--- config.mk ---
export PLATFORM = sky130hd
export DESIGN_NAME = cos_front
export DESIGN_NICKNAME = d
export VERILOG_FILES = /design/src/rtl/cos_pkg.sv /design/src/rtl/cos_front.sv
export SDC_FILE = /design/constraint.sdc
export NUM_CORES = 1
export LEC_CHECK = 0
export ABC_AREA = 1
export BUFFER_PORTS_ARGS = -buffer_cell sky130_fd_sc_hd__buf_2
export CAP_MARGIN = 20
export CORE_AREA = 4 4 161 163
export DETAILED_ROUTE_END_ITERATION = 12
export DIE_AREA = 0 0 165 167
export PLACE_DENSITY = 0.43
export SYNTH_ARGS = -nofsm -noshare
export SYNTH_HDL_FRONTEND = slang
export SYNTH_SLANG_ARGS = --single-unit
--- constraint.sdc ---
create_clock -name vclk -period 3.15
set_input_delay 0.315 -clock vclk [all_inputs]
set_output_delay 0.315 -clock vclk [all_outputs]
set_load 0.02 [all_outputs]
--- src/rtl/cos_pkg.sv ---
`timescale 1ns / 1ps
package cos_pkg;

	localparam int CELL_SIZE  = 16;
	localparam int COORD_BITS = 12;

	localparam int COL_W   = 13;
	localparam int PIX_W   = 32;
	localparam int IDX_W   = 8;
	localparam int DEPTH   = 256;
	localparam int MASK_W  = 256;

	localparam int QDEPTH  = 4;
	localparam int QPTR_W  = $clog2(QDEPTH);
	localparam int QCNT_W  = $clog2(QDEPTH + 1);

	localparam logic [2:0] REG_SCREEN_WIDTH  = 3'd0;
	localparam logic [2:0] REG_SCREEN_HEIGHT = 3'd1;
	localparam logic [2:0] REG_CURSOR_COLOR  = 3'd2;
	localparam logic [2:0] REG_MASK_0_3      = 3'd3;
	localparam logic [2:0] REG_MASK_4_7      = 3'd4;
	localparam logic [2:0] REG_MASK_8_11     = 3'd5;
	localparam logic [2:0] REG_MASK_12_15    = 3'd6;

	localparam logic REQ_DRAW  = 1'b0;
	localparam logic REQ_CLEAR = 1'b1;

	// classified pixel visit, front to back
	typedef struct packed {
		logic             req;
		logic             take;
		logic [IDX_W-1:0] idx;
		logic [COL_W-1:0] col;
		logic [COL_W-1:0] row;
		logic [PIX_W-1:0] pix;
	} item_t;

endpackage

--- src/rtl/cos_front.sv ---
`timescale 1ns / 1ps
module cos_front (
	input  logic                       req_type,
	input  logic [11:0]                cursor_x,
	input  logic [11:0]                cursor_y,
	input  logic [3:0]                 cell_x,
	input  logic [3:0]                 cell_y,
	input  logic [31:0]                screen_pixel,
	input  logic [cos_pkg::COL_W-1:0]  screen_width,
	input  logic [cos_pkg::COL_W-1:0]  screen_height,
	input  logic [cos_pkg::MASK_W-1:0] mask,
	output cos_pkg::item_t             item
);
	import cos_pkg::*;

	logic [COL_W-1:0] col;
	logic [COL_W-1:0] row;
	logic [IDX_W-1:0] idx;
	logic             in_cell;
	logic             on_screen;
	logic             mask_hit;

	always_comb begin
		col       = COL_W'(cursor_x[COORD_BITS-1:0]) + COL_W'(cell_x);
		row       = COL_W'(cursor_y[COORD_BITS-1:0]) + COL_W'(cell_y);
		idx       = {cell_y, cell_x};
		in_cell   = ({1'b0, cell_x} < 5'(CELL_SIZE)) && ({1'b0, cell_y} < 5'(CELL_SIZE));
		on_screen = (col < screen_width) && (row < screen_height);
		// mask vector holds row 0 pixel 0 in its top bit
		mask_hit  = mask[~idx];
		item.req  = req_type;
		item.take = in_cell && on_screen && mask_hit;
		item.idx  = idx;
		item.col  = col;
		item.row  = row;
		item.pix  = screen_pixel;
	end

endmodule

======== Yosys cells after proc, flatten, opt, wreduce, memory -nomap -nowiden ========
Index checks and enable logic that the tools add are counted.
operators by class
  eq/ne operators ......................... 0
  reduce and logical (&&, ||, !) cells .... 2
  add/sub/neg operators ................... 2
  shift-type cells ........................ 0
  div/mod/pow operators ................... 0
  muxes and demuxes ....................... 2
  bitwise operators ....................... 1
  $lt $le $gt $ge ......................... 3
  multiply operators ...................... 0
operator list
  cell                                                        count
  adder 12 x 4 -> 13 bit                                      2
  less-than comparator 13 bit                                 2
  less-than comparator 8 x 9 -> 1 bit, second input constant  1
  binary-select mux 1 bit (select 8 bit)                      1
  NOT 8 bit                                                   1
  logical AND 1 bit                                           2
  two-way mux 1 bit                                           1
word-level totals
  bits in latches ......................... 0
  logic and storage cells ................. 10
  ROM bits ................................ 0
  register bits ........................... 0
  output and inout bits ................... 68
  bits in writable memories ............... 0
  memories kept ........................... 0

======== Logic depth before layout (Yosys ltp) ========
Gate-level depths: netlist of run 1.
  depth in word-level cells ............... 4
  depth in mapped cells ................... 18
  mapped depth without buffers ............ 18

======== Worst setup path after synthesis of run 1 ========
OpenSTA, ideal clock, no wires.
  path type ............................... input to output
  from .................................... in cell_x[1]
  to ...................................... out item[66] in the netlist's numbering
  arrival time ............................ 3.370 ns
  slack ................................... -0.535 ns
  stages on the path ...................... 17
  path buffers ............................ 2
  required time ........................... 2.835 ns
  path through ............................ inv_1 -> buf_2 -> buf_2 -> fa_1 -> o21ai_0 -> nand2_1 -> nor2_1 -> nand3_1 -> nor3b_1 -> ha_1 -> nand2_1 -> nor2_1 -> nand3_1 -> o2111ai_1 -> nor2_1 -> nand2_1 -> nor2_1
RTL lines
  item                line             RTL
  start: declaration  cos_front.sv:6   input logic [3:0] cell_x,
  end: declaration    cos_front.sv:12  output cos_pkg::item_t item

==> run metrics, run 1 <==
post-synthesis compound-gate area fraction around 3.6%; Final Max Tran Viols 0; Final nets 1483; post-synthesis xor/xnor area fraction 4.36%; fin crit share about 100%; Flop pwr share 0%; worst-path fanout max 3; Post-Syn Area approximately 4000 µm²; pin count of the biggest net entering global routing 69; Leakage Power between 3 and 4 nW; worst setup path end item[66]; sw power roughly 0.56 mW; kind of critical path input port to output port; vias in the first global route ~6.3k; Post-Syn Nets ~1.2k; nature of the critical path startpoint input port; # clk buffers 0; clock power share 0%; Critical Path Source cell_x[0]; pre-CTS setup slack -0.171 ns; # IOs slightly above 400; share of cells above drive strength 1 between 40% and 50%; wire length per cell 17.0 µm; most common cell in the netlist nand2_1; Syn Inst Count between 700 and 800; Hold WC Path Type input port to output port; final setup vio count 0; Post-Synth Adder-Cell Area 11.0%; minimum clock period approximately 3.1 ns; DRC 0; Final ANT Viol Nets 0; sw frac a little under three fifths; sequential cell count 0; Initial DRC Count 377; Ys Warns 0; first-pass GRT wire length 34.8 mm; Logic pwr share 100.0%; Hold Worst Slack approximately 0.63 ns; Layout Utilization a little over a quarter; GP Congestion 0.858; IO buf count ~350; post-synthesis simple-gate area fraction approximately three fifths; die area between 20000 and 30000 µm²; VDD IR max between 90 and 100 µV; critical path arrival around 2.8 ns; total wire length about 24 mm; Total GRT Usage between 15 and 20%; sequential cell area 0 µm²; leading area contributor after synthesis nand3_1; Max Cap Viol 0; mux contribution to synthesized area 0%; mean post-synth cell area slightly above 5 µm²; Die Ht between 150 and 200 µm; Core ar. about 24000 µm²; top cell type's share of synthesized area 32.6%; Worst EP required ~2.8 ns; sequential fraction of the synthesis area 0%; power density over cell area 156 nW/µm²; Fmax between 300 and 400 MHz; drt first pass iters 4; outcome finished, final reports clean; antenna violations before repair 3; fill count roughly 2.9k; setup ws final 0.0190 ns; Vias/cell approximately 4.4; hold-fix buffers at CTS 0; RSZ-0062 raised after global routing yes; main combinational cell family by area after synthesis simple AND/OR/NAND/NOR gates; Slew headroom between 40 and 50%; Synth area leaders nand3_1 33%, nand2_1 27%, ha_1 10%; Row Count 57; Die Wd roughly 170 µm; via count about 6.3k; synth cell count leaders 284 x nand2_1, 262 x nand3_1, 52 x inv_1; Slew @ Worst Pin ~0.78 ns; synth-to-layout area growth 59.5%; HPWL Detailed roughly 20 mm; grt total ovfl 0; Internal about 0.45 mW; Starting Density 16.5%; Cell variety after synth 21; Critical Path Sink Type output port; endpoints failing hold 0
## metrics by stage
stage / power, mW / cell area [µm²] / setup TNS [ns] / std cells
final: 1.00 / 6410 / 0 / 1426
after global routing: 1.12 / 6410 / -0.0979 / 1426
after CTS: 0.964 / 6160 / 0 / 1420
after detailed placement: 0.938 / 6030 / -0.171 / 1416
after global placement: 0.940 / 6030 / -0.142 / 1416
after floorplan: 0.567 / 4120 / 0 / 794
## area by class of cell
class              count  area (µm²)  share of cell area, %
inverters             52         198                   3.08
diodes                 2        5.00                 0.0781
well taps            324         405                   6.32
repair buffers       400        2180                   34.0
multi-input cells    648        3620                   56.5
## routing by layer
metal	GRT usage (%)	wire length, µm	vias to the layer above
li1	-	-	3184
met1	19.3	9830	2821
met2	30.2	12300	248
met3	2.64	1770	22
met4	1.59	265	2
met5	0	7	-
## power groups by stage
stage / clock, mW / combinational [mW] / sequential [mW]
2_1_floorplan: 0 / 0.567 / 0
6_report: 0.0000000850 / 1.00 / 0
4_1_cts: 0 / 0.964 / 0
3_5_place_dp: 0 / 0.938 / 0
5_1_grt: 0.0000000849 / 1.12 / 0
3_3_place_gp: 0 / 0.940 / 0
## cell families after synthesis
logic type,count (synthesis)
and+or+nand+nor,568
buffers and inverters,146
adders and majority gates,34
AOI/OAI and AO/OA,26
xor gates and xnor gates,20
## worst min-delay path by stage
stage | end | startpoint | depth (start not counted)
6_report | item[16] | screen_pixel[16] | 0
4_1_cts | item[12] | screen_pixel[12] | 0
3_5_place_dp | item[12] | screen_pixel[12] | 0
2_1_floorplan | item[55] | cursor_x[10] | 1
5_1_grt | item[24] | screen_pixel[24] | 0
3_3_place_gp | item[12] | screen_pixel[12] | 0
## placed cells by master, fill, tap and decap left out, drive strengths merged
cell,count
diode,2
inv,52
nor3b,1
buf,400
o31ai,1
ha,32
a21oi,17
fa,2
and3,2
nor3,1
nand3b,1
nand3,262
xnor2,7
nor2,17
o21ai,4
o211ai,2
xor2,13
nand2,284
o2111ai,2
## worst max-delay path, cell delays in order
cell and delay (ns):
buf_8 0.08, ha_4 0.13, inv_2 0.04, fa_2 0.36, o21ai_2 0.16, nand2_2 0.09
nor2_4 0.13, nand3_4 0.14, nor2_4 0.19, xor2_4 0.19, ha_4 0.24, a21oi_2 0.14
o2111ai_2 0.16, nor2_2 0.14, nand2_2 0.07, nor2_4 0.11, buf_6 0.12
## what timing repair did
item	CTS	global route
resized for setup	16	41
setup endpoints to repair	1	1
buffers inserted	4	4
pin swaps	14	27
Power figures use the tool's default switching activity.
==> run 2: changes to the inputs <==
REMOVE_ABC_BUFFERS = 1   (was default)
==> run metrics, run 2 (synthesis gave the netlist of run 1 again) <==
Final nets 1477 (-0.40%); Total GRT Usage 16.9% (+0.87 points); fin crit share 96.3% (-3.1 points); kind of critical path input port to output port; clock power share 0% (unchanged); die area 27600 µm² (unchanged); wire length per cell 17.8 µm (+4.9%); Layout Utilization 25.9% (-0.45 points); Hold Crit Depth 0 (unchanged); Tot Pwr 0.968 mW (-3.3%); # clk buffers 0 (unchanged); Vias/cell 4.40 (about the same); Final Max Tran Viols 0 (unchanged); Initial DRC Count 292 (-23%); Flop pwr share 0% (unchanged); HPWL Detailed 20.8 mm (+5.6%); minimum clock period 3.03 ns (-0.0987 ns); final setup vio count 0 (unchanged); Slew @ Worst Pin 0.802 ns (+0.0178 ns); Leakage Power 3.49 nW (-1.2%); worst setup path end item[66]; Slew headroom 46.6% (-1.2 points); sequential cell area 0 µm² (unchanged); Hold WC Path Type input port to output port; via count 6243 (-0.54%); DRC 0 (unchanged); power density over cell area 154 nW/µm² (-1.6%); commonest non-fill, non-tap cell in the layout buf_2; vias in the first global route 6278 (-0.66%); Max Cap Viol 0 (unchanged); share of cells above drive strength 1 41.0% (-0.78 points); Final ANT Viol Nets 0 (unchanged); antenna violations before repair 4 (+1); hold-fix buffers at CTS 0 (unchanged); Hold Worst Slack 0.630 ns (+0.0000940 ns); critical path arrival 2.72 ns (-0.10 ns); most frequent cells in the layout 344 x buf_2, 276 x nand2_1, 255 x nand3_1; Internal 0.433 mW (-2.7%); first-pass GRT wire length 36.3 mm (+4.2%); Die Ht 167 µm (unchanged); TNS Setup 0 ns (unchanged); Multi-input gate area 3560 µm² (-1.9%); endpoints failing hold 0 (unchanged); Row Count 57 (unchanged); drt first pass iters 5 (+1); Fmax 330 MHz (+3.3%); sw frac 55.2% (-0.27 points); grt total ovfl 0 (unchanged); outcome finished, final reports clean; nature of the critical path startpoint input port; sw power 0.535 mW (-3.7%); IO buf count 349 (unchanged); pin count of the biggest net entering global routing 73 (+5.8%); sequential cell count 0 (unchanged); Worst EP required 2.83 ns (about the same); Layout Cells excl Fill 1419 (-0.49%); # IOs 415 (unchanged); Logic pwr share 100.0% (about the same); GP Congestion 0.825 (-3.9%); fill count 2845 (-0.32%); synth-to-layout area growth 56.8%; Starting Density 16.5% (unchanged); total wire length 25.3 mm (+4.4%); Critical Path Sink Type output port; worst-path fanout max 3 (unchanged); Die Wd 165 µm (unchanged); Cells after DPL 1409 (-0.49%); RSZ-0062 raised after global routing yes; Core ar. 24300 µm² (unchanged); VDD IR max 70.9 µV (-27%); Critical Path Source cell_x[1]
## run 2: cell types whose count changed in the layout (fill, tap and decap cells not counted), moves of 3 or more
cell	delta
ha_1	+3
xor2_2	+3
buf_4	-4
xor2_4	-3
## run 2: critical path, stage by stage
cell       delay [ns]
buf_6            0.11
buf_4            0.14
ha_4             0.26
nand3_2          0.07
nand2_2          0.09
a21oi_2          0.06
nor2_2           0.10
and3_4           0.21
nand2_4          0.06
nor2_4           0.10
xor2_1           0.20
ha_1             0.27
nand2_2          0.08
nor2_2           0.05
nand2_1          0.07
o2111ai_2        0.12
nor2_1           0.11
nand2_1          0.06
nor2_1           0.09
buf_4            0.15
## run 2: area by class of cell
cell class,count,area share (%)
Timing Repair Buffer,394,33.9
Tap cell,324,6.43
Inverter,52,3.14
Antenna cell,1,0.0397
Multi-Input combinational cell,648,56.5
## run 2: repair_timing
action / in CTS / in global routing
buffers inserted: 5 / 4
resized for setup: 26 / 47
pin swaps: 24 / 29
setup endpoints to repair: 1 / 1
## run 2: metrics by stage
stage	setup slack (ns)	instance area, µm²
2_1_floorplan	-0.969	3430
3_3_place_gp	-0.236	5880
3_5_place_dp	-0.277	5880
4_1_cts	0.00137	6020
5_1_grt	-0.0524	6300
6_report	0.118	6300
## run 2: power groups by stage
stage	Clock (mW)	Sequential (mW)	Combinational (mW)
after floorplan	0	0	0.427
after global placement	0	0	0.903
after detailed placement	0	0	0.903
after CTS	0	0	0.932
after global routing	0.0000000429	0	1.09
final	0.0000000432	0	0.968
## run 2: how the worst min path moves through the flow
stage	startpoint	to
final	screen_pixel[6]	item[6]
after global placement	screen_pixel[17]	item[17]
after global routing	screen_pixel[9]	item[9]
after CTS	screen_pixel[17]	item[17]
after floorplan	screen_pixel[0]	item[0]
after detailed placement	screen_pixel[17]	item[17]
## run 2: layer usage
| metal | GRT usage, % | wire length, µm | vias up |
|---|---|---|---|
| met1 | 21.1 | 10400 | 2791 |
| met2 | 28.6 | 11900 | 252 |
| met4 | 1.30 | 203 | 8 |
| met5 | 3.45 | 157 | - |
| li1 | - | - | 3170 |
| met3 | 5.96 | 2590 | 22 |
==> run 3: changes to the inputs <==
CORE_AREA = 2 2 163 165   (was 4 4 161 163)
PLACE_DENSITY = 0.41   (was 0.43)
SLEW_MARGIN = 20   (was default)
==> run metrics, run 3 (synthesis gave the netlist of run 1 again) <==
share of cells above drive strength 1 41.9% (+1.0 points); # IOs 415 (unchanged); Initial DRC Count 334 (+14%); endpoints failing hold 0 (unchanged); vias in the first global route 6270 (-0.13%); failing checks negative setup slack; Final ANT Viol Nets 0 (unchanged); sequential cell area 0 µm² (unchanged); crit path buf inv count 3 (unchanged); Cells after DPL 1437 (+2.0%); grt total ovfl 0 (unchanged); GP Congestion 0.802 (-2.7%); drt first pass iters 5 (unchanged); commonest non-fill, non-tap cell in the layout buf_2; Tot Pwr 1.01 mW (+4.5%); Hold Crit Depth 0 (unchanged); die area 27600 µm² (unchanged); total wire length 25.5 mm (+0.98%); Vias/cell 4.41 (+0.34%); VDD IR max 84.4 µV (+19%); fill count 3061 (+7.6%); wire length per cell 17.5 µm (-1.4%); hold-fix buffers at CTS 0 (unchanged); power density over cell area 155 nW/µm² (+0.70%); Final nets 1501 (+1.6%); RSZ-0062 raised after global routing yes; WP depth 18 (-10%); fin crit share 101% (+4.8 points); Crit-path slowest cell fa_2; Slew headroom 44.7% (-1.9 points); TNS Setup -0.0350 ns (-0.0350 ns); Leakage Power 3.62 nW (+3.5%); kind of critical path input port to output port; IO buf count 349 (unchanged); HPWL Detailed 20.2 mm (-3.1%); slowest stage delay, CP 0.34 ns (+0.07 ns); sequential cell count 0 (unchanged); Hold WC Path Type input port to output port; Layout Cells excl Fill 1454 (+2.5%); Starting Density 15.6% (-0.93 points); first-pass GRT wire length 35.6 mm (-1.9%); Fmax 314 MHz (-4.8%); Critical Path Sink Type output port; Max Cap Viol 0 (unchanged); Total GRT Usage 17.0% (+0.17 points); Core ar. 25800 µm² (+5.9%); outcome finished with violations; final setup vio count 1 (+1); antenna violations before repair 4 (unchanged); Row Count 59 (+3.5%); crit-path cells buf_2, ha_2, fa_2, nand3_1, nand3_2, xor2_1, inv_1, ha_1, nand2_1, nor2_1, o21ai_0, o211ai_1, nand3_1, o2111ai_2, nor2_4, nand2_2, nor2_4, buf_6; Slew @ Worst Pin 0.830 ns (+0.0283 ns); delay-heaviest family, CP simple AND/OR/NAND/NOR gates; most frequent cells in the layout 344 x buf_2, 277 x nand2_1, 257 x nand3_1; pin count of the biggest net entering global routing 99 (+36%); worst-path fanout max 2 (-1); DRC 0 (unchanged); Hold Worst Slack 0.630 ns (-0.0000560 ns); Die Ht 167 µm (unchanged); synth-to-layout area growth 62.6%; # clk buffers 0 (unchanged); setup ws final -0.0350 ns (-0.153 ns); via count 6419 (+2.8%); minimum clock period 3.18 ns (+0.153 ns); Die Wd 165 µm (unchanged); Final Max Tran Viols 0 (unchanged); Worst EP required 2.83 ns (about the same); nature of the critical path startpoint input port; critical path arrival 2.87 ns (+0.15 ns)
run 3: cell count changes in the layout (fill, tap and decap cells not counted), sizes merged:
cell    before  now
clkbuf       0    1
buf        394  417
run 3: path summary, 6_finish.rpt:
path              endpoint            start
setup / recovery  item[66]        cell_y[0]
hold / removal     item[5]  screen_pixel[5]
run 3: area by class of cell:
cell class / instances / area (µm²) / share of cell area (%)
diodes: 1 / 2.50 / 0.0383
repair buffers: 418 / 2360 / 36.1
multi-input cells: 648 / 3560 / 54.4
well taps: 335 / 419 / 6.41
inverters: 52 / 198 / 3.02
run 3: through the flow:
step / cell area (µm²) / util [%] / setup WS, ns
floorplan: 3430 / - / -0.969
global placement: 6050 / 23.5 / -0.531
detailed placement: 6050 / 23.5 / -0.523
CTS: 6220 / 24.1 / -0.193
global route: 6540 / 25.4 / -0.197
finish: 6540 / 25.4 / -0.0350
run 3: metal layers:
layer	part of all wire (%)	wire length [µm]	vias to the layer above	global-route usage, %
met2	46	11800	297	28.2
met3	9.1	2310	36	5.40
met4	1.2	315	8	1.70
met5	0.62	159	-	3.27
li1	-	-	3218	-
met1	43	10900	2860	22.0
run 3: power breakdown:
group / switching, mW / internal, mW
logic: 0.548 / 0.464
registers: 0 / 0
clock network: 0 / 0.0000000431
run 3: what timing repair did:
item,CTS,global route
pin swaps,14,34
setup endpoints to repair,1,1
resized for setup,27,49
setup buffers,8,9
