### config.mk
export PLATFORM = sky130hd
export DESIGN_NAME = cos_fifo
export DESIGN_NICKNAME = d
export VERILOG_FILES = /design/src/rtl/cos_pkg.sv /design/src/rtl/cos_fifo.sv
export SDC_FILE = /design/constraint.sdc
export NUM_CORES = 1
export LEC_CHECK = 0
export ABC_AREA = 0
export BUFFER_PORTS_ARGS = -buffer_cell sky130_fd_sc_hd__buf_2
export CORE_MARGIN = 1.5
export CORE_UTILIZATION = 44
export CTS_BUF_LIST = sky130_fd_sc_hd__clkbuf_8 sky130_fd_sc_hd__clkbuf_16
export CTS_CLUSTER_SIZE = 16
export DETAILED_ROUTE_END_ITERATION = 8
export PLACE_DENSITY_LB_ADDON = 0.05
export SLEW_MARGIN = 20
export SYNTH_ARGS = -nofsm -noshare
export SYNTH_HDL_FRONTEND = slang
export SYNTH_SLANG_ARGS = --single-unit
export TNS_END_PERCENT = 100
### constraint.sdc
create_clock -name clk -period 7.96 [get_ports clk]
set_input_delay 1.194 -clock clk [delete_from_list [all_inputs] [get_ports clk]]
set_output_delay 1.194 -clock clk [all_outputs]
set_load 0.05 [all_outputs]
### src/rtl/cos_pkg.sv
`timescale 1ns / 1ps
package cos_pkg;

	localparam int CELL_SIZE  = 16;
	localparam int COORD_BITS = 12;

	localparam int COL_W   = 13;
	localparam int PIX_W   = 32;
	localparam int IDX_W   = 8;
	localparam int DEPTH   = 256;
	localparam int MASK_W  = 256;

	localparam int QDEPTH  = 4;
	localparam int QPTR_W  = $clog2(QDEPTH);
	localparam int QCNT_W  = $clog2(QDEPTH + 1);

	localparam logic [2:0] REG_SCREEN_WIDTH  = 3'd0;
	localparam logic [2:0] REG_SCREEN_HEIGHT = 3'd1;
	localparam logic [2:0] REG_CURSOR_COLOR  = 3'd2;
	localparam logic [2:0] REG_MASK_0_3      = 3'd3;
	localparam logic [2:0] REG_MASK_4_7      = 3'd4;
	localparam logic [2:0] REG_MASK_8_11     = 3'd5;
	localparam logic [2:0] REG_MASK_12_15    = 3'd6;

	localparam logic REQ_DRAW  = 1'b0;
	localparam logic REQ_CLEAR = 1'b1;

	// classified pixel visit, front to back
	typedef struct packed {
		logic             req;
		logic             take;
		logic [IDX_W-1:0] idx;
		logic [COL_W-1:0] col;
		logic [COL_W-1:0] row;
		logic [PIX_W-1:0] pix;
	} item_t;

endpackage

### src/rtl/cos_fifo.sv
`timescale 1ns / 1ps
module cos_fifo (
	input  logic           clk,
	input  logic           arst_n,
	input  logic           push,
	input  cos_pkg::item_t push_data,
	output logic           full,
	input  logic           pop,
	output logic           not_empty,
	output cos_pkg::item_t pop_data
);
	import cos_pkg::*;

	item_t             mem_q [QDEPTH];
	logic [QPTR_W-1:0] wr_ptr_q;
	logic [QPTR_W-1:0] rd_ptr_q;
	logic [QCNT_W-1:0] cnt_q;

	assign full      = (cnt_q == QCNT_W'(QDEPTH));
	assign not_empty = (cnt_q != '0);
	assign pop_data  = mem_q[rd_ptr_q];

	always_ff @(posedge clk or negedge arst_n) begin
		if (!arst_n) begin
			wr_ptr_q <= '0;
			rd_ptr_q <= '0;
			cnt_q    <= '0;
		end else begin
			if (push) wr_ptr_q <= wr_ptr_q + 1'b1;
			if (pop)  rd_ptr_q <= rd_ptr_q + 1'b1;
			if (push && !pop)      cnt_q <= cnt_q + 1'b1;
			else if (pop && !push) cnt_q <= cnt_q - 1'b1;
		end
	end

	always_ff @(posedge clk) begin
		if (push) mem_q[wr_ptr_q] <= push_data;
	end

endmodule

---- Word-level counts from Yosys, hierarchy flattened ----
Memories as Yosys holds them, arrays and structs flattened.
Cells that the tools add are included.
word-level totals
  bits in registers ....................... 7
  RAM bits ................................ 272
  word-level logic and storage cells ...... 19
  memories ................................ 1
memories
  memory  words  bits a word  rd ports  clocked after Yosys merged registers in  write ports  RTL line        source
  mem_q   4      68           1         0                                        1            cos_fifo.sv:14  item_t mem_q [QDEPTH];
operators by class
  $add $sub $neg .......................... 4
  equality and inequality tests ........... 1
  mux-type cells .......................... 4
  reductions and logical operators ........ 6
operator list
  kind                                                                number
  3-bit 2-to-1 mux                                                    2
  2-bit by 1-bit adder with 2-bit output, second input constant       2
  3-bit by 1-bit adder with 3-bit output, second input constant       1
  3-bit == test, second input constant                                1
  3-bit nonzero test                                                  1
  3-bit by 1-bit subtractor with 3-bit output, second input constant  1
  1-bit logical AND                                                   2
  1-bit logical NOT                                                   2
  1-bit 2-to-1 mux                                                    2
  2-bit nonzero test                                                  1

---- Depth between registers and ports, before layout ----
Gate-level depths: netlist (run 1).
  depth in word-level cells ............... 4
  depth in mapped cells ................... 7
  depth with buffers taken out ............ 7

---- Worst setup path after synthesis (run 1) ----
No wires, ideal clock.
  path type ............................... input-to-reg
  from .................................... in push
  to ...................................... mem mem_q[1][0] in the netlist's numbering (enable)
  arrival time ............................ 2.790 ns
  slack ................................... 4.737 ns
  stages on the path ...................... 1
  buffers on the path ..................... 0
  cells stage by stage .................... and2_1
on the way
  cells in the longest elaborated chain, start to end .. 2
ends and longest elaborated chain
  what                                    RTL line        source
  start, declared                         cos_fifo.sv:5   input logic push,
  1-bit 2-to-1 mux                        cos_fifo.sv:37  if (push) mem_q[wr_ptr_q] <= push_data;
  1-bit 2-to-1 mux (not written as such)  cos_fifo.sv:37
  end, declared                           cos_fifo.sv:14
Every way passes these cells.

==> impl_metrics.toml, run 1 <==
[sta]
finalHoldViolations = 0
max_slew_margin_pct = 28.1
slew_viol_final = 0
fin_ws_ns = 3.75
finalSetupViolCount = 0
max_freq_mhz = 237
rsz0062_at_grt = "no"
worst_pin_slew_ns = 1.08
setup-tns-final_ns = 0
layout_min_cycle_time_ns = 4.21
skew_ns = 0.0141
fin_crit_sh_pct = 52.9

[routing]
wire_per_inst_um = 20.5
first_pass_iters = 4
via_per_inst = 5.03
dr_total_vias = 4469
drcViolationCount = 0
ant_nets = 0
drtIter0Drc = 181
wl_mm = 18.2

[cts]
ctsHoldBuffers = 0
post-cts-setup-buffer-count = 0
path_clk_slew_ns = 0.06
cts.sinks = 279
cts_resized = 0
cts_made_buffers = 29
cts_tree = "built"
htreeDepth = 1
clk_latency_ns = 0.54
clockBufferDepth = 3
root_buffer = "clkbuf_16"

[layout]
final_net_count = 629
seqCellArea_um2 = 8350
fillCellCount = 1777
drive_gt1_share_pct = 45.0
area_delta_synth_final_pct = 17.9
multi_input_area_um2 = 1740

[synth]
synth_edf_count = 272
async_reset_ff_share_pct = 2.51
yosysTopAreaCell = "edfxtp_1"
syn_inst = 390
synth_nets = 468
synth_top_area_share_pct = 79.4
synth_seq_area_share_pct = 81.1
syn_area_um2 = 10300
synth-main-ff-cell = "edfxtp_1"
ys_warn_count = 0
synth.most_common_cell = "edfxtp_1"
avgSynthCellArea_um2 = 26.4
yosysUniqueCellTypes = 19
yosys-top-cells-count = "edfxtp_1 (272), mux4_2 (68), buf_12 (7), buf_2 (7), dfrtp_1 (7)"
ys_seq_elements = 279
synth.area.top_cells = "edfxtp_1 (79%), mux4_2 (15%), dfrtp_1 (1.7%)"

[critical_path]
cp_max_fo = 41
worstPathRequired_ns = 6.77
start_kind = "flop"
end_kind = "output port"
critical_path_class = "flop to output port"
crit_arrival_ns = 3.02

[pwr]
pwr_density_cell_nw_per_um2 = 425
max-vdd-ir-drop_mv = 0.220
p_leak_uw = 0.00417

[die]
io_pins = 142
die_y_um = 156
die-width_um = 156
core_um2 = 22800
die_area_um2 = 24300
std_cell_rows = 55
start_util_pct = 45.2

[grt]
grt_pass1_wl_mm = 27.6
grt_start_max_net_pins = 70
grt_pass1_vias = 4876
grt_overflow_total = 0
gr-usage-met2_pct = 25.6
met3_usage_pct = 3.94
grt-busiest-layer = "met2"
grt_util_met1_pct = 19.9
antenna_found_initial = 2
track_usage_pct = 15.2

[min_path]
min_path_type = "input pin to asynchronous set/reset pin"

[flow_run]
cap_violations = 0

[placement]
dp.final_hpwl_mm = 10.2
post-place-ws_ns = 4.17
gp_congestion = 0.626
portBuffers = 141

[status]
status = "completed"
## area by class of cell
cell class	count	area share, %
Sequential cell	279	68.9
Tap cell	313	3.23
Inverter	4	0.124
Multi-Input combinational cell	91	14.4
Antenna cell	2	0.0413
Timing Repair Buffer	146	6.29
Clock buffer	29	5.98
Clock inverter	24	1.08
## cells in the final DEF, fill, tap and decap left out, types with 2 or more instances in the layout
master / Yosys / routed
nand2_1: 2 / 2
and2_4: 0 / 4
xnor2_1: 2 / 2
buf_2: 7 / 141
edfxtp_1: 272 / 272
diode_2: 0 / 2
inv_1: 4 / 13
xor2_1: 4 / 4
dfrtp_1: 7 / 5
dfrtp_4: 0 / 2
mux4_2: 68 / 68
clkinv_2: 0 / 5
clkbuf_16: 0 / 29
buf_4: 1 / 4
ha_1: 5 / 5
clkinv_1: 0 / 7
## sequential cells by signal (all words and copies together), names as in the netlist
| signal | count |
|---|---|
| mem_q | 272 |
| cnt_q | 3 |
| rd_ptr_q | 2 |
| wr_ptr_q | 2 |
## where the power goes
part           total, uW  switching (uW)  internal, uW
sequential          2110             183          1930
combinational       1840            1270           569
clock               1200             516           688
## cells by family (layout without fill, tap and decap cells)
kind of cell	Yosys count	in the layout	share of synthesized area, %
buffers and inverters	20	203	2.03
adders and majority gates	6	6	0.803
xor gates and xnor gates	6	6	0.511
and+or+nand+nor	9	9	0.487
other	0	2	0
AOI/OAI and AO/OA	1	1	0.0486
muxes	69	69	15.0
DFF	279	279	81.1
## worst max-delay path, cell delays in order (launching register included)
cell,delay [ns]
dfrtp_4,0.81
buf_4,0.78
mux4_2,0.62
buf_2,0.23
## metrics by stage
stage	hold slack, ns	power [uW]	instance area (um2)	cells	utilization, %
floorplan	0.449	3650	10300	390	-
global placement	0.466	4010	11200	832	49.3
detailed placement	0.481	4030	11300	833	49.4
CTS	0.487	5240	12100	886	53.2
global route	0.488	5370	12100	886	53.2
finish	0.496	5150	12100	888	53.2
## path summary, 6_finish.rpt
path / from / to / slack (ns) / cells past startpoint
setup reg to reg: wr_ptr_q[1] / mem_q[1][49] / 5.92 / 4
max in group asynchronous: arst_n / rd_ptr_q[0] / 7.27 / 1
setup / recovery: rd_ptr_q[0] / pop_data[19] / 3.75 / 3
min in group clk: cnt_q[2] / cnt_q[2] / 0.50 / 1
hold / removal: arst_n / cnt_q[1] / 0.50 / 1
hold reg to reg: cnt_q[2] / cnt_q[2] / 0.50 / 1
## routing by layer
metal  vias up  routed length [um]  share of wire [%]
li1       1993                   -                  -
met3        31                1010                5.5
met2       113                9110                 50
met4         0                 412                2.3
met5         -                   0                  0
met1      2332                7640                 42
No activity file was read; power rests on OpenSTA's default activity.
==> run 2: changes to the inputs <==
- clock period: 7.96 -> 3.5 ns (I/O delays scaled with it)
==> run 2 against run 1 <==
  * Routed wire length rose by 5.1%
  * Die area unchanged
  * Sequential cell count did not move
  * Critical path type unchanged
  * Largest cell class unchanged
==> impl_metrics.toml, run 2 (synthesized netlist as in run 1, its figures left out) <==
[die]
core_um2 = 22800
io_pins = 142
die_area_um2 = 24300
die-width_um = 156
start_util_pct = 45.2
die_y_um = 156
std_cell_rows = 55

[cts]
cts_made_buffers = 28
post-cts-setup-buffer-count = 0
cts.sinks = 279
path_clk_slew_ns = 0.06
clockBufferDepth = 3
root_buffer = "clkbuf_16"
htreeDepth = 1
cts_tree = "built"
clk_latency_ns = 0.52
cts_resized = 0

[layout]
top_register = "mem_q"
largest_reg_flops = 272
area_delta_synth_final_pct = 19.3
finalCoreUtilization_pct = 53.9
drive_gt1_share_pct = 46.0
final_cell_mix = "edfxtp_1 (272), buf_2 (141), mux4_2 (68)"
seqCellArea_um2 = 8350
mostFrequentLayoutCell = "edfxtp_1"
fillCellCount = 1774
multi_input_area_um2 = 1740
reg.largest.list = "mem_q x272, cnt_q x3"
final_net_count = 634

[pwr]
power_uw = 12000
p_leak_uw = 0.00423
pwr_density_cell_nw_per_um2 = 980
max-vdd-ir-drop_mv = 0.649

[sta]
slew_viol_final = 0
finalSetupViolCount = 0
finalHoldViolations = 0
setup-tns-final_ns = 0
fin_crit_sh_pct = 85.7
rsz0062_at_grt = "no"
skew_ns = 0.00508
max_freq_mhz = 334
max_slew_margin_pct = 49.0
layout_min_cycle_time_ns = 3.00
worst_pin_slew_ns = 0.765

[routing]
drcViolationCount = 0
routedLengthMet1_mm = 8.34
wl_mm = 19.1
ant_nets = 0
dr_total_vias = 4528
highest_layer = "met5"
via_per_inst = 5.08
wire_per_inst_um = 21.4
met2_length_mm = 9.30
wl_met3_mm = 1.12
drtIter0Drc = 236
first_pass_iters = 4

[min_path]
worstHoldStart = "push_data[57]"
min_path_type = "input pin to flop"

[critical_path]
worstPathRequired_ns = 2.97
r2r-start = "wr_ptr_q[0]"
end_kind = "output port"
critical_path_class = "flop to output port"
cp_max_fo = 26
start_kind = "flop"
setup.worst_path.start = "rd_ptr_q[0]"
crit_arrival_ns = 2.47

[placement]
dp.final_hpwl_mm = 11.2
portBuffers = 141
gp_congestion = 0.666

[grt]
grt_start_max_net_pins = 70
track_usage_pct = 16.4
grt_pass1_wl_mm = 29.5
antenna_found_initial = 2
grt_pass1_vias = 5050
grt_overflow_total = 0

[status]
status = "completed"

[flow_run]
cap_violations = 0
## run 2: cell count changes in the layout (fill, tap and decap cells not counted), sizes merged
| cell | previous run | this run |
|---|---|---|
| dlygate4sd3 | 0 | 1 |
| diode | 2 | 1 |
| buf | 146 | 151 |
| clkinv | 12 | 14 |
| bufinv | 1 | 4 |
| inv | 14 | 8 |
## run 2: per-stage QoR
step / worst slack [ns] / cells / hold slack, ns / area (um2)
detailed placement: 0.972 / 837 / 0.372 / 11300
floorplan: 0.856 / 390 / 0.229 / 10300
finish: 0.502 / 892 / 0.213 / 12300
global route: 0.336 / 891 / 0.188 / 12300
CTS: 0.407 / 890 / 0.188 / 12200
global placement: 0.977 / 837 / 0.365 / 11300
## run 2: power breakdown
group / total, uW / internal (uW) / switching [uW]
sequential: 4700 / 4380 / 322
combinational: 4370 / 1350 / 3020
clock: 2960 / 1780 / 1180
total: 12000 / 7510 / 4520
## run 2: layout make-up
cell class                      instances  share of cell area, %
Multi-Input combinational cell         91                   14.2
Clock buffer                           29                   5.91
Timing Repair Buffer                  152                   6.85
Clock inverter                         23                   1.65
Sequential cell                       279                   68.0
Inverter                                4                  0.122
Antenna cell                            1                 0.0204
Tap cell                              313                   3.19
## run 2: per-layer routing
metal  global-route usage, %  vias to the layer above
li1                        -                     2002
met1                    22.1                     2377
met2                    27.1                      119
met3                    3.97                       28
met4                    3.85                        2
met5                       0                        -
## run 2: worst paths after layout
check                                     to  slack (ns)  cells past startpoint
worst max-delay path            pop_data[50]        0.50                      3
worst min register to register      cnt_q[2]        0.49                      1
worst min-delay path            mem_q[3][57]        0.21                      1
worst max register to register   mem_q[2][4]        1.53                      4
max in group asynchronous        rd_ptr_q[1]        2.94                      2
min in group asynchronous           cnt_q[2]        0.37                      2
## run 2: what timing repair did
item	CTS	global route
endpoints found under the hold margin	7	0
hold buffers	1	0
setup endpoints to repair	0	0
## run 2: worst max-delay path, stage by stage (launching register included)
cell and delay (ns):
dfrtp_4 0.79, buf_4 0.36, mux4_2 0.56, buf_2 0.23
==> run 3: changes to the inputs <==
- GPL_TIMING_DRIVEN: not set -> 0
==> run 3 against run 2 <==
  * First-iteration DRC count is 11% lower
  * Combinational power is 8.5% higher
  * Hold slack worse by 0.0027 ns
  * Sequential cell count stayed put
  * Routed wire length is 2.9% lower
  * Critical path depth is 2 higher
  * Clock power hardly changed
  * Worst setup slack better by 0.30 ns
  * Final area is 1.3% higher
  * Clock skew is 0.0063 ns higher
  * Global-route usage is 0.51 points lower
  * Largest cell class unchanged
  * Largest power group is now combinational logic
==> impl_metrics.toml, run 3 (synthesized netlist as in run 1, its figures left out) <==
[status]
status = "completed"

[pwr]
max-vdd-ir-drop_mv = 0.676
swShare_pct = 37.2
power_frac_comb_pct = 38.9
switchingPower_uw = 4540
pwr_density_cell_nw_per_um2 = 982
pwr-share-seq_pct = 36.9
p_clk_share_pct = 24.2
p_int_uw = 7660
p_leak_uw = 0.00432

[sta]
fin_ws_ns = 0.804
worst_pin_slew_ns = 0.600
finalSetupViolCount = 0
slew_viol_final = 0
fin_crit_sh_pct = 77.0
rsz0062_at_grt = "no"
max_slew_margin_pct = 60.0
max_freq_mhz = 371
finalHoldViolations = 0
layout_min_cycle_time_ns = 2.70
setup-tns-final_ns = 0
skew_ns = 0.0114

[grt]
grt_util_met1_pct = 19.7
met3_usage_pct = 4.31
grt-busiest-layer = "met2"
track_usage_pct = 15.8
grt_pass1_wl_mm = 28.9
grt_pass1_vias = 5087
grt_overflow_total = 0
gr-usage-met2_pct = 27.8
antenna_found_initial = 2
grt_start_max_net_pins = 38

[layout]
reg.largest.list = "mem_q x272, cnt_q x3"
final_cell_mix = "edfxtp_1 (272), buf_2 (148), mux4_2 (68)"
fillCellCount = 1796
largest_reg_flops = 272
seqCellArea_um2 = 8340
area_delta_synth_final_pct = 20.8
top_register = "mem_q"
drive_gt1_share_pct = 46.7
final_net_count = 645
finalCoreUtilization_pct = 54.6
multi_input_area_um2 = 1740
mostFrequentLayoutCell = "edfxtp_1"

[routing]
first_pass_iters = 4
via_per_inst = 5.07
wl_mm = 18.5
ant_nets = 0
wire_per_inst_um = 20.5
drcViolationCount = 0
dr_total_vias = 4582
drtIter0Drc = 210

[cts]
htreeDepth = 1
clk_latency_ns = 0.52
path_clk_slew_ns = 0.06
cts_tree = "built"
cts_made_buffers = 29
cts.sinks = 279
root_buffer = "clkbuf_16"
clockBufferDepth = 3

[placement]
portBuffers = 141
post-place-ws_ns = 1.28
gp_congestion = 0.677
dp.final_hpwl_mm = 11.3

[die]
io_pins = 142
start_util_pct = 45.2
core_um2 = 22800
std_cell_rows = 55
die-width_um = 156
die_area_um2 = 24300
die_y_um = 156

[min_path]
min_path_type = "input pin to flop"
worstHoldStart = "push_data[43]"

[critical_path]
end_kind = "output port"
crit_arrival_ns = 2.17
slowest_delay_ns = 0.33
setup.worst_path.start = "rd_ptr_q[1]"
cpMaxStageDelayCell = "mux4_2"
crit_chain = "buf_2 > buf_2 > buf_4 > mux4_2 > buf_2"
start_kind = "flop"
cp_max_fo = 10
r2r-start = "wr_ptr_q[1]"
path_common_cell = "buf_2"
critical_path_class = "flop to output port"
worstPathRequired_ns = 2.97

[flow_run]
cap_violations = 0
-- run 3: final cells by class --
cell class	count	area share (%)
clock inverters	24	1.67
multi-input cells	91	14.0
flip-flops and latches	279	67.1
diodes	2	0.0403
plain buffers	16	1.56
clock buffers	29	5.84
repair buffers	146	6.46
well taps	313	3.15
inverters	4	0.121
-- run 3: repair_timing --
item	4_1_cts	5_1_grt
hold buffers	1	0
endpoints found under the hold margin	7	0
gates resized for setup	0	0
buffers inserted	0	0
-- run 3: metrics by stage --
step	power (uW)	instance area (um2)	cells	hold WS, ns
2_1_floorplan	8300	10300	390	0.229
3_3_place_gp	9390	11400	844	0.370
3_5_place_dp	9440	11500	848	0.376
4_1_cts	12400	12400	902	0.175
5_1_grt	12800	12400	902	0.193
6_report	12200	12400	904	0.210
-- run 3: final timing paths --
| check | slack, ns | to | cells after the start |
|---|---|---|---|
| worst max-delay path | 0.80 | pop_data[40] | 5 |
| worst max register to register | 1.61 | mem_q[1][18] | 4 |
| min in group asynchronous | 0.37 | cnt_q[1] | 2 |
| worst min-delay path | 0.21 | mem_q[2][43] | 1 |
| worst min register to register | 0.49 | cnt_q[2] | 1 |
| max in group asynchronous | 2.97 | cnt_q[2] | 2 |
-- run 3: per-layer routing --
layer | wire length (um) | part of all wire (%)
met5 | 0 | 0
met4 | 351 | 1.9
met3 | 1220 | 6.6
met2 | 9670 | 52
met1 | 7300 | 39
-- run 3: critical path, delay by kind of cell, from the launching register on --
| kind | cells | cell delay, ns |
|---|---|---|
| buffers and inverters | 4 | 1.00 |
| flip-flops | 1 | 0.31 |
| multiplexers | 1 | 0.33 |
-- run 3: power groups by stage --
stage | sequential (uW) | clock, uW | combinational [uW]
3_5_place_dp | 4580 | 0 | 4860
6_report | 4510 | 2950 | 4740
3_3_place_gp | 4630 | 0 | 4750
5_1_grt | 4560 | 3160 | 5030
4_1_cts | 4520 | 3040 | 4870
2_1_floorplan | 4570 | 0 | 3730
